===== config.mk =====
export PLATFORM = sky130hd
export DESIGN_NAME = masked_priority_interrupt_controller_core
export DESIGN_NICKNAME = d
export VERILOG_FILES = /design/src/rtl/mpic_pkg.sv /design/src/rtl/masked_priority_interrupt_controller_core.sv
export SDC_FILE = /design/constraint.sdc
export NUM_CORES = 2
export LEC_CHECK = 0
export ABC_CLOCK_PERIOD_IN_PS = 14700
export BUFFER_PORTS_ARGS = -buffer_cell sky130_fd_sc_hd__buf_2
export CAP_MARGIN = 20
export CORE_ASPECT_RATIO = 1.4
export CORE_UTILIZATION = 40
export CTS_CLUSTER_SIZE = 24
export DETAILED_ROUTE_END_ITERATION = 8
export GPL_TIMING_DRIVEN = 0
export MAX_ROUTING_LAYER = met4
export PLACE_DENSITY_LB_ADDON = 0.05
export SYNTH_ARGS = -nofsm -noshare
export SYNTH_HDL_FRONTEND = slang
export SYNTH_SLANG_ARGS = --single-unit

===== constraint.sdc =====
create_clock -name clk -period 14.7 [get_ports clk]
set_clock_uncertainty 0.1 [all_clocks]
set_input_delay 2.94 -clock clk [delete_from_list [all_inputs] [get_ports clk]]
set_output_delay 2.94 -clock clk [all_outputs]
set_load 0.02 [all_outputs]

===== src/rtl/mpic_pkg.sv =====
`timescale 1ns / 1ps
// ----------------------------------------------------------------------------
// mpic_pkg
// Shared widths, operation and status codes, and the entry type of the
// masked priority interrupt controller.
// ----------------------------------------------------------------------------
package mpic_pkg;

  localparam int SRC_W  = 8;
  localparam int LVL_W  = 5;
  localparam int PRIO_W = 8;
  localparam int MASK_W = 32;
  localparam int OP_W   = 3;
  localparam int STAT_W = 2;

  // Operation codes
  localparam logic [OP_W-1:0] OP_RAISE   = 3'd0;
  localparam logic [OP_W-1:0] OP_CLEAR   = 3'd1;
  localparam logic [OP_W-1:0] OP_SET     = 3'd2;
  localparam logic [OP_W-1:0] OP_QUERY   = 3'd3;
  localparam logic [OP_W-1:0] OP_SERVICE = 3'd4;

  // Status codes
  localparam logic [STAT_W-1:0] STAT_OK       = 2'd0;
  localparam logic [STAT_W-1:0] STAT_NOTFOUND = 2'd1;
  localparam logic [STAT_W-1:0] STAT_FULL     = 2'd2;

  // One table entry as held in the entry memory
  typedef struct packed {
    logic [SRC_W-1:0]  source;
    logic [LVL_W-1:0]  level;
    logic [PRIO_W-1:0] prio;
    logic              pending;
  } mpic_entry_t;

endpackage


===== src/rtl/masked_priority_interrupt_controller_core.sv =====
`timescale 1ns / 1ps
// An accepted word passes the scan, drain, update and finish states; with an empty table
// it goes straight to update. Its result word is taken once the output register is free.
// No new word is taken before that. The scan reads the single-port entry memory, one
// entry per cycle.
// Reset: control, fill count and per-level pending counters clear, level_mask goes
// to all ones; the entry memory is not cleared (entries past the fill count are never read).
// ----------------------------------------------------------------------------
// masked_priority_interrupt_controller_core
// Table of interrupt sources in a synchronous memory. Each word scans the
// filled entries once, then modifies and writes back the chosen entry when the operation changes it.
// Per-level pending counters give the masked pending vector.
// ----------------------------------------------------------------------------
module masked_priority_interrupt_controller_core
  import mpic_pkg::*;
#(
  parameter int NUM_ENTRIES = 32,
  parameter int NUM_LEVELS  = 32
) (
  input  logic              clk,
  input  logic              rst,
  // configuration
  input  logic              level_mask_wr,
  input  logic [MASK_W-1:0] level_mask_data,
  // input channel
  input  logic              in_valid,
  output logic              in_stall,
  input  logic [OP_W-1:0]   op,
  input  logic [SRC_W-1:0]  source_id,
  input  logic [LVL_W-1:0]  level,
  input  logic [PRIO_W-1:0] new_priority,
  // output channel
  output logic              out_valid,
  input  logic              out_stall,
  output logic [STAT_W-1:0] status,
  output logic              delivered,
  output logic [SRC_W-1:0]  delivered_source,
  output logic [LVL_W-1:0]  delivered_level,
  output logic [PRIO_W-1:0] priority_out,
  output logic [MASK_W-1:0] pending_vector
);

  localparam int IDX_W = (NUM_ENTRIES > 1) ? $clog2(NUM_ENTRIES) : 1;
  localparam int CNT_W = $clog2(NUM_ENTRIES + 1);

  localparam logic [2:0] S_IDLE   = 3'd0;
  localparam logic [2:0] S_SCAN   = 3'd1;
  localparam logic [2:0] S_DRAIN  = 3'd2;
  localparam logic [2:0] S_UPDATE = 3'd3;
  localparam logic [2:0] S_FINISH = 3'd4;

  logic [2:0]        state;
  logic [MASK_W-1:0] level_mask;
  logic [CNT_W-1:0]  entry_count;

  // captured word
  logic [OP_W-1:0]   cur_op;
  logic [SRC_W-1:0]  cur_src;
  logic [LVL_W-1:0]  cur_lvl;
  logic [PRIO_W-1:0] cur_prio;

  // scan
  logic [IDX_W-1:0]  scan_idx;
  logic              scan_last;
  logic              rd_vld;
  logic [IDX_W-1:0]  rd_idx;
  mpic_entry_t       rd_data;
  logic              rd_take;
  logic              rd_eligible;
  logic              found;
  logic [IDX_W-1:0]  hit_idx;
  mpic_entry_t       hit_entry;

  // update
  logic              wr_en;
  logic [IDX_W-1:0]  wr_addr;
  mpic_entry_t       wr_data;
  logic              inc_en;
  logic [LVL_W-1:0]  inc_lvl;
  logic              dec_en;
  logic [LVL_W-1:0]  dec_lvl;
  logic              count_inc;
  logic [STAT_W-1:0] upd_status;
  logic              upd_delivered;
  logic [SRC_W-1:0]  upd_dsrc;
  logic [LVL_W-1:0]  upd_dlvl;
  logic [PRIO_W-1:0] upd_pout;

  // held result
  logic [STAT_W-1:0] res_status;
  logic              res_delivered;
  logic [SRC_W-1:0]  res_dsrc;
  logic [LVL_W-1:0]  res_dlvl;
  logic [PRIO_W-1:0] res_pout;

  logic              out_free;
  logic [MASK_W-1:0] pend_now;
  logic [CNT_W-1:0]  lvl_cnt [NUM_LEVELS];

  mpic_entry_t       mem [NUM_ENTRIES];

  assign in_stall  = (state != S_IDLE);
  assign out_free  = !out_valid || !out_stall;
  assign scan_last = ((CNT_W'(scan_idx) + CNT_W'(1)) == entry_count);

  // Entry memory: one write and one registered read per cycle
  always_ff @(posedge clk) begin
    if (wr_en && (state == S_UPDATE)) begin
      mem[wr_addr] <= wr_data;
    end
    if (state == S_SCAN) begin
      rd_data <= mem[scan_idx];
    end
  end

  // Judge the entry coming back from memory
  assign rd_eligible = rd_data.pending && (32'(rd_data.level) < 32'(NUM_LEVELS))
                       && level_mask[rd_data.level];

  always_comb begin
    unique case (cur_op)
      OP_RAISE, OP_SET, OP_QUERY: rd_take = !found && (rd_data.source == cur_src);
      OP_CLEAR:   rd_take = !found && (rd_data.source == cur_src)
                            && (rd_data.level == cur_lvl);
      OP_SERVICE: rd_take = rd_eligible && (!found || (rd_data.prio < hit_entry.prio));
      default:    rd_take = 1'b0;
    endcase
  end

  // Modify the chosen entry and form the result
  always_comb begin
    wr_en         = 1'b0;
    wr_addr       = hit_idx;
    wr_data       = hit_entry;
    inc_en        = 1'b0;
    inc_lvl       = cur_lvl;
    dec_en        = 1'b0;
    dec_lvl       = hit_entry.level;
    count_inc     = 1'b0;
    upd_status    = STAT_OK;
    upd_delivered = 1'b0;
    upd_dsrc      = '0;
    upd_dlvl      = '0;
    upd_pout      = '0;
    unique case (cur_op)
      OP_RAISE: begin
        if (found) begin
          wr_en           = 1'b1;
          wr_data.level   = cur_lvl;
          wr_data.pending = 1'b1;
          dec_en          = hit_entry.pending;
          inc_en          = 1'b1;
        end else if (entry_count == CNT_W'(NUM_ENTRIES)) begin
          upd_status = STAT_FULL;
        end else begin
          wr_en           = 1'b1;
          wr_addr         = entry_count[IDX_W-1:0];
          wr_data.source  = cur_src;
          wr_data.level   = cur_lvl;
          wr_data.prio    = PRIO_W'(cur_lvl);
          wr_data.pending = 1'b1;
          inc_en          = 1'b1;
          count_inc       = 1'b1;
        end
      end
      OP_CLEAR: begin
        if (found) begin
          wr_en           = 1'b1;
          wr_data.pending = 1'b0;
          dec_en          = hit_entry.pending;
        end else begin
          upd_status = STAT_NOTFOUND;
        end
      end
      OP_SET: begin
        if (found) begin
          wr_en        = 1'b1;
          wr_data.prio = cur_prio;
        end else begin
          upd_status = STAT_NOTFOUND;
        end
      end
      OP_QUERY: begin
        if (found) begin
          upd_pout = hit_entry.prio;
        end else begin
          upd_status = STAT_NOTFOUND;
        end
      end
      OP_SERVICE: begin
        if (found) begin
          wr_en           = 1'b1;
          wr_data.pending = 1'b0;
          dec_en          = 1'b1;
          upd_delivered   = 1'b1;
          upd_dsrc        = hit_entry.source;
          upd_dlvl        = hit_entry.level;
        end else begin
          upd_status = STAT_NOTFOUND;
        end
      end
      default: begin
        upd_status = STAT_NOTFOUND;
      end
    endcase
  end

  // Per-level pending counters and the masked pending vector
  genvar gl;
  generate
    for (gl = 0; gl < MASK_W; gl++) begin : g_lvl
      if (gl < NUM_LEVELS) begin : g_cnt
        logic up;
        logic down;
        assign up   = (state == S_UPDATE) && inc_en && (inc_lvl == LVL_W'(gl));
        assign down = (state == S_UPDATE) && dec_en && (dec_lvl == LVL_W'(gl));
        always_ff @(posedge clk) begin
          if (rst) begin
            lvl_cnt[gl] <= '0;
          end else begin
            lvl_cnt[gl] <= lvl_cnt[gl] + CNT_W'(up) - CNT_W'(down);
          end
        end
        assign pend_now[gl] = (lvl_cnt[gl] != '0) && level_mask[gl];
      end else begin : g_none
        assign pend_now[gl] = 1'b0;
      end
    end
  endgenerate

  // Sequencer, scan bookkeeping and output register
  always_ff @(posedge clk) begin
    if (rst) begin
      state       <= S_IDLE;
      level_mask  <= '1;
      entry_count <= '0;
      rd_vld      <= 1'b0;
      found       <= 1'b0;
      out_valid   <= 1'b0;
    end else begin
      if (level_mask_wr) begin
        level_mask <= level_mask_data;
      end

      rd_vld <= (state == S_SCAN);
      rd_idx <= scan_idx;

      // keep the best candidate so far
      if (rd_vld && rd_take) begin
        found     <= 1'b1;
        hit_idx   <= rd_idx;
        hit_entry <= rd_data;
      end

      // drop the delivered word unless a new one takes its place
      if (out_valid && !out_stall && (state != S_FINISH)) begin
        out_valid <= 1'b0;
      end

      unique case (state)
        S_IDLE: begin
          if (in_valid) begin
            cur_op   <= op;
            cur_src  <= source_id;
            cur_lvl  <= level;
            cur_prio <= new_priority;
            found    <= 1'b0;
            scan_idx <= '0;
            state    <= (entry_count == '0) ? S_UPDATE : S_SCAN;
          end
        end
        S_SCAN: begin
          scan_idx <= scan_idx + IDX_W'(1);
          if (scan_last) begin
            state <= S_DRAIN;
          end
        end
        S_DRAIN: begin
          state <= S_UPDATE;
        end
        S_UPDATE: begin
          res_status    <= upd_status;
          res_delivered <= upd_delivered;
          res_dsrc      <= upd_dsrc;
          res_dlvl      <= upd_dlvl;
          res_pout      <= upd_pout;
          if (count_inc) begin
            entry_count <= entry_count + CNT_W'(1);
          end
          state <= S_FINISH;
        end
        S_FINISH: begin
          if (out_free) begin
            out_valid        <= 1'b1;
            status           <= res_status;
            delivered        <= res_delivered;
            delivered_source <= res_dsrc;
            delivered_level  <= res_dlvl;
            priority_out     <= res_pout;
            pending_vector   <= pend_now;
            state            <= S_IDLE;
          end
        end
        default: begin
          state <= S_IDLE;
        end
      endcase
    end
  end

endmodule


After elaboration in Yosys (flattened, before gate mapping)
Memories as Yosys holds them, arrays and structs flattened. A register that Yosys moved wholly into a read port is not among the register bits.
Cells that the tools add are included.
{"block": "word_totals", "wordCells": 453, "inputBits": 61, "ram_bits": 896, "n_memories": 2, "register_bits": 185}
{"memory": "mem", "words": 32, "width": 22, "read_ports": 1, "rd_ports_with_merged_regs": 1, "wr": 1, "line_no": "masked_priority_interrupt_controller_core.sv:100", "rtl": "mpic_entry_t mem [NUM_ENTRIES];"}
{"memory": "lvl_cnt", "words": 32, "width": 6, "read_ports": 32, "rd_ports_with_merged_regs": 0, "wr": 32, "line_no": "masked_priority_interrupt_controller_core.sv:98", "rtl": "logic [CNT_W-1:0] lvl_cnt [NUM_LEVELS];"}
{"block": "op_classes", "eq_ne": 78, "n_addsub": 67, "bitwise": 33, "n_lt_le_gt_ge": 2, "n_mux": 79, "n_reduce_logical": 164}
{"op": "adder 6 x 1 -> 6 bit", "n": 32}
{"op": "2-to-1 mux 6 bit", "n": 32}
{"op": "nonzero test 6 bit", "n": 32}
{"op": "subtractor 6 x 1 -> 6 bit", "n": 32}
{"op": "== test 5 bit, second input constant", "n": 32}
{"op": "logical AND 1 bit", "n": 106}
{"op": "== test 5 x 4 -> 1 bit, second input constant", "n": 16}
{"op": "== test 5 x 3 -> 1 bit, second input constant", "n": 8}
{"op": "OR 1 bit", "n": 32}
{"op": "2-to-1 mux 5 bit", "n": 5}
{"op": "2-to-1 mux 8 bit", "n": 3}
{"op": "2-to-1 mux 1 bit", "n": 22}
{"op": "2-to-1 mux 22 bit", "n": 1}
{"op": "== test 5 x 2 -> 1 bit, second input constant", "n": 4}
{"op": "one-hot mux 8 bit (2 select lines)", "n": 1}
{"op": "one-hot mux 3 bit (5 select lines)", "n": 1}
{"op": "2-to-1 mux 13 bit", "n": 1}
{"op": "== test 3 x 2 -> 1 bit, second input constant", "n": 4}
{"op": "AND reduction 3 bit", "n": 4}
{"op": "== test 5 x 1 -> 1 bit, second input constant", "n": 2}
{"op": "zero test 5 bit", "n": 2}
{"op": "one-hot mux 5 bit (2 select lines)", "n": 1}
{"op": "AND reduction 2 bit", "n": 5}
{"op": "2-to-1 mux 3 bit", "n": 3}
{"op": "28 further kinds", "n": 42}

Longest topological paths before layout
{"block": "depth", "word_depth": 9, "depth_mapped": 18}

Worst setup path before layout
No wires, ideal clock.
{"block": "synth_path", "path_type": "input port to flip-flop", "start": "input port rst", "end": "register delivered, enable pin", "slack_ns": 6.393, "required_ns": 14.050, "stages": 4, "setup_time_ns": 0.550, "arrival_time_ns": 7.656, "path_cell_list": "clkbuf_1 -> clkbuf_1 -> buf_1 -> nor3b_1"}
{"block": "synth_between", "elab_chain_len": 2}
{"item": "start, declared", "line_no": "masked_priority_interrupt_controller_core.sv:21", "rtl": "input logic rst,"}
{"item": "NOT 1 bit (no source line)"}
{"item": "AND reduction 3 bit (no source line)"}
{"item": "end signal, assigned", "line_no": "masked_priority_interrupt_controller_core.sv:296", "rtl": "delivered <= res_delivered;"}
{"item": "end, declared", "line_no": "masked_priority_interrupt_controller_core.sv:36", "rtl": "output logic delivered,"}
Every way passes these cells.
A chain may end at the register's enable or synchronous reset.

Final worst setup path
{"block": "layout_path", "start": "input port rst", "end": "register pending_vector[31], enable pin"}
{"block": "layout_between", "elab_chain_len": 2}
{"item": "NOT 1 bit (no source line)"}
{"item": "AND reduction 3 bit (no source line)"}
{"item": "end signal, assigned", "line_no": "masked_priority_interrupt_controller_core.sv:300", "rtl": "pending_vector <= pend_now;"}
{"item": "end, declared", "line_no": "masked_priority_interrupt_controller_core.sv:40", "rtl": "output logic [MASK_W-1:0] pending_vector"}
Every way passes these cells.

==> flow_summary.toml <==
[layout]
post_route_cells_drive_above_1_share_pct = 19.0
nNetsFinal = 3762
n_fill_cell = 10200
area_growth_syn_to_layout_pct = 16.5
layout_common_cells = "867 x edfxtp_1, 333 x inv_1, 286 x nor2_1"
finish.utilization_pct = 47.1
finalNonFillerCells = 5087
most_common_library_cell_in_the_layout_ignoring_fill_and_taps = "edfxtp_1"

[routing]
initialDrtViolationCount = 1908
dr.pass1.iters = 5
ant_nets = 0
route.detailed.drc = 0
wl_per_cell_um = 25.6
routed_via_density = 5.24
vias = 26600
routed_wl_mm = 130

[timing]
final-setup-viol-count = 0
tightestPinTransition_ns = 1.15
setup_total_negative_slack_ns = 0
grt_setup_unrepaired = "false"
achievable-frequency_mhz = 187
maxSlewHeadroom_pct = 23.3
report.final.slew_viol_count = 0
finalHoldWorstSlack_ns = 0.321
final_min_period_over_clock_period_pct = 36.4
final_period_minus_worst_setup_slack_ns = 5.35
hold_viol_final = 0

[critical_path]
crit_required_ns = 15.06
reg2reg_from = "entry_count[0]$_SDFFE_PP0P_"
ff2ff_setup_slack_ns = 10.16
cp-end-kind = "flop"
worst_setup_path_category = "input pin to flop"
r2r_cells = 18
crit_arrival_ns = 5.71
worst_r2r_endpoint = "lvl_cnt[0][4]$_SDFF_PP0_"
worstPathMaxFanout = 10
critPathLaunchType = "input pin"

[power_and_ir_drop]
ir_drop_v = 0.000106
total_leakage_power_nw = 19.3
power.density_cell_area_nw_per_um2 = 126
post-layout-total-power_w = 0.00699

[global_route]
grt_use_total_pct = 22.5
globalRoute.totalOverflow = 0
antenna_found_initial = 5
grt_start_max_net_pins = 33
vias_in_the_first_global_route = 28200
grt_first_pass_wirelength_mm = 189

[placement]
dpl.cell_count = 4869
numPortBuffers = 116
dp.final_hpwl_mm = 94.5
gp_congestion = 0.860

[min_path]
timing.hold.worst_path_depth = 0
hp-start = "res_status[0]$_DFFE_PP_"
worst_hold_path_type = "flop to flop"
min_to = "status[0]$_DFFE_PP_"

[yosys]
synth.largest_area_cell = "edfxtp_1"
ys_seq_elements = 1103
async_reset_ff_share_pct = 0
netlist.area_leader.share_pct = 54.6
synthesis.nets = 3482
postSynth.topFlopCell = "edfxtp_1"
ys.warnings.count = 0
synth_area_leaders = "edfxtp_1 55%, mux4_2 10%, dfxtp_1 9.9%, ha_1 7.0%, inv_1 2.6%"
synth.distinct_cells = 59
cell_area_after_synthesis_um2 = 47700
netlist_instances = 3123
avg_inst_size_synth_um2 = 15.3
synth_enable_flop_cells = 867
yosysSeqAreaShare_pct = 64.5

[clocking]
worst_skew_pair.late_latency_ns = 0.74
cts_sinks = 1103
postCtsResizedCells = 0
cts_buffers = 110
cts_tree = "done"
cts-hold-fix-buffers = 0
cts_root_buffer = "clkbuf_16"
post_cts.repair.setup_buffers = 0
cts_h_tree_depth = 3
number_of_buffers_between_clock_root_and_the_deepest_sink = 3
clk_pin_slew_ns = 0.06

[job]
cap_viol_max_count = 0

[die]
die_area_um2 = 121000
core_um2 = 118000
die_h_um = 411
design.portCount = 119
start_util_pct = 40.4
horiz_die_dim_um = 294
num_rows = 149

[outcome]
outcome = "finished clean"
## cell type report
cell class,instances,area (µm²),share of cell area [%]
Clock buffer,127,2850,5.13
Multi-Input combinational cell,1574,15500,27.9
Sequential cell,1103,30800,55.3
Buffer,112,499,0.898
Antenna cell,3,7.51,0.0135
Inverter,334,1250,2.26
Tap cell,1585,1980,3.57
Clock inverter,81,967,1.74
Timing Repair Buffer,168,1770,3.18
## per-layer routing
metal	global-route usage (%)	wire length, µm
met1	25.1	49500
met5	-	0
met4	7.77	4200
met3	2.75	5450
met2	41.3	71100
## state kept, by name (all words and copies together) (netlist names), 2 cells and up
signal / cells
mem: 704
lvl_cnt: 192
level_mask: 32
pending_vector: 32
rd_data: 22
hit_entry: 17
cur_prio: 8
cur_src: 8
delivered_source: 8
priority_out: 8
res_dsrc: 8
res_pout: 8
entry_count: 6
cur_lvl: 5
dec_lvl: 5
delivered_level: 5
hit_idx: 5
rd_idx: 5
res_dlvl: 5
scan_idx: 5
cur_op: 3
state: 3
res_status: 2
status: 2
## kinds of logic after synthesis
| kind of cell | synth area share (%) |
|---|---|
| buffers and inverters | 3.67 |
| DFF | 64.5 |
| muxes | 11.2 |
| adders and majority gates | 8.32 |
| and+or+nand+nor | 5.43 |
| xor gates and xnor gates | 2.86 |
| AOI/OAI and AO/OA | 4.01 |
## report_power, final
group | total (W) | internal [W] | switching [W] | leakage (nW)
combinational | 0.000584 | 0.000244 | 0.000340 | 7.70
sequential | 0.00343 | 0.00340 | 0.0000293 | 9.75
clock | 0.00298 | 0.00173 | 0.00125 | 1.87
total | 0.00699 | 0.00537 | 0.00162 | 19.3
## cell usage after synthesis, types with 36 or more instances
master    count
nor2b_1      56
nor2_1      320
ha_1        266
xor2_1       61
clkbuf_1     70
dfxtp_1     236
mux4_2      220
xnor2_1      95
inv_1       333
edfxtp_1    867
o211ai_1     36
nand2_1     101
a21oi_1     106
## worst max path at each step
stage          start                             to  slack [ns]  depth (start not counted)
6_report         rst   pending_vector[31]$_DFFE_PP_        9.35                          7
5_1_grt          rst   pending_vector[31]$_DFFE_PP_        9.16                          7
4_1_cts          rst    pending_vector[0]$_DFFE_PP_        9.18                          7
3_5_place_dp     rst  delivered_source[1]$_DFFE_PP_        8.40                          7
3_3_place_gp     rst  delivered_source[1]$_DFFE_PP_       -0.17                          4
2_1_floorplan    rst            delivered$_DFFE_PP_        6.39                          4
## critical path: stages
cell and delay, ns:
clkbuf_1 0.57, clkbuf_1 0.68, buf_1 0.67, nor3b_2 0.28
buf_6 0.22, buf_6 0.15, buf_6 0.16
## stage by stage
stage	worst slack [ns]	cell area [µm²]
6_report	9.35	55600
5_1_grt	9.16	55600
4_1_cts	9.18	55400
3_5_place_dp	8.40	51600
3_3_place_gp	-0.169	50300
2_1_floorplan	6.39	47700
Power figures use the tool's default switching activity.
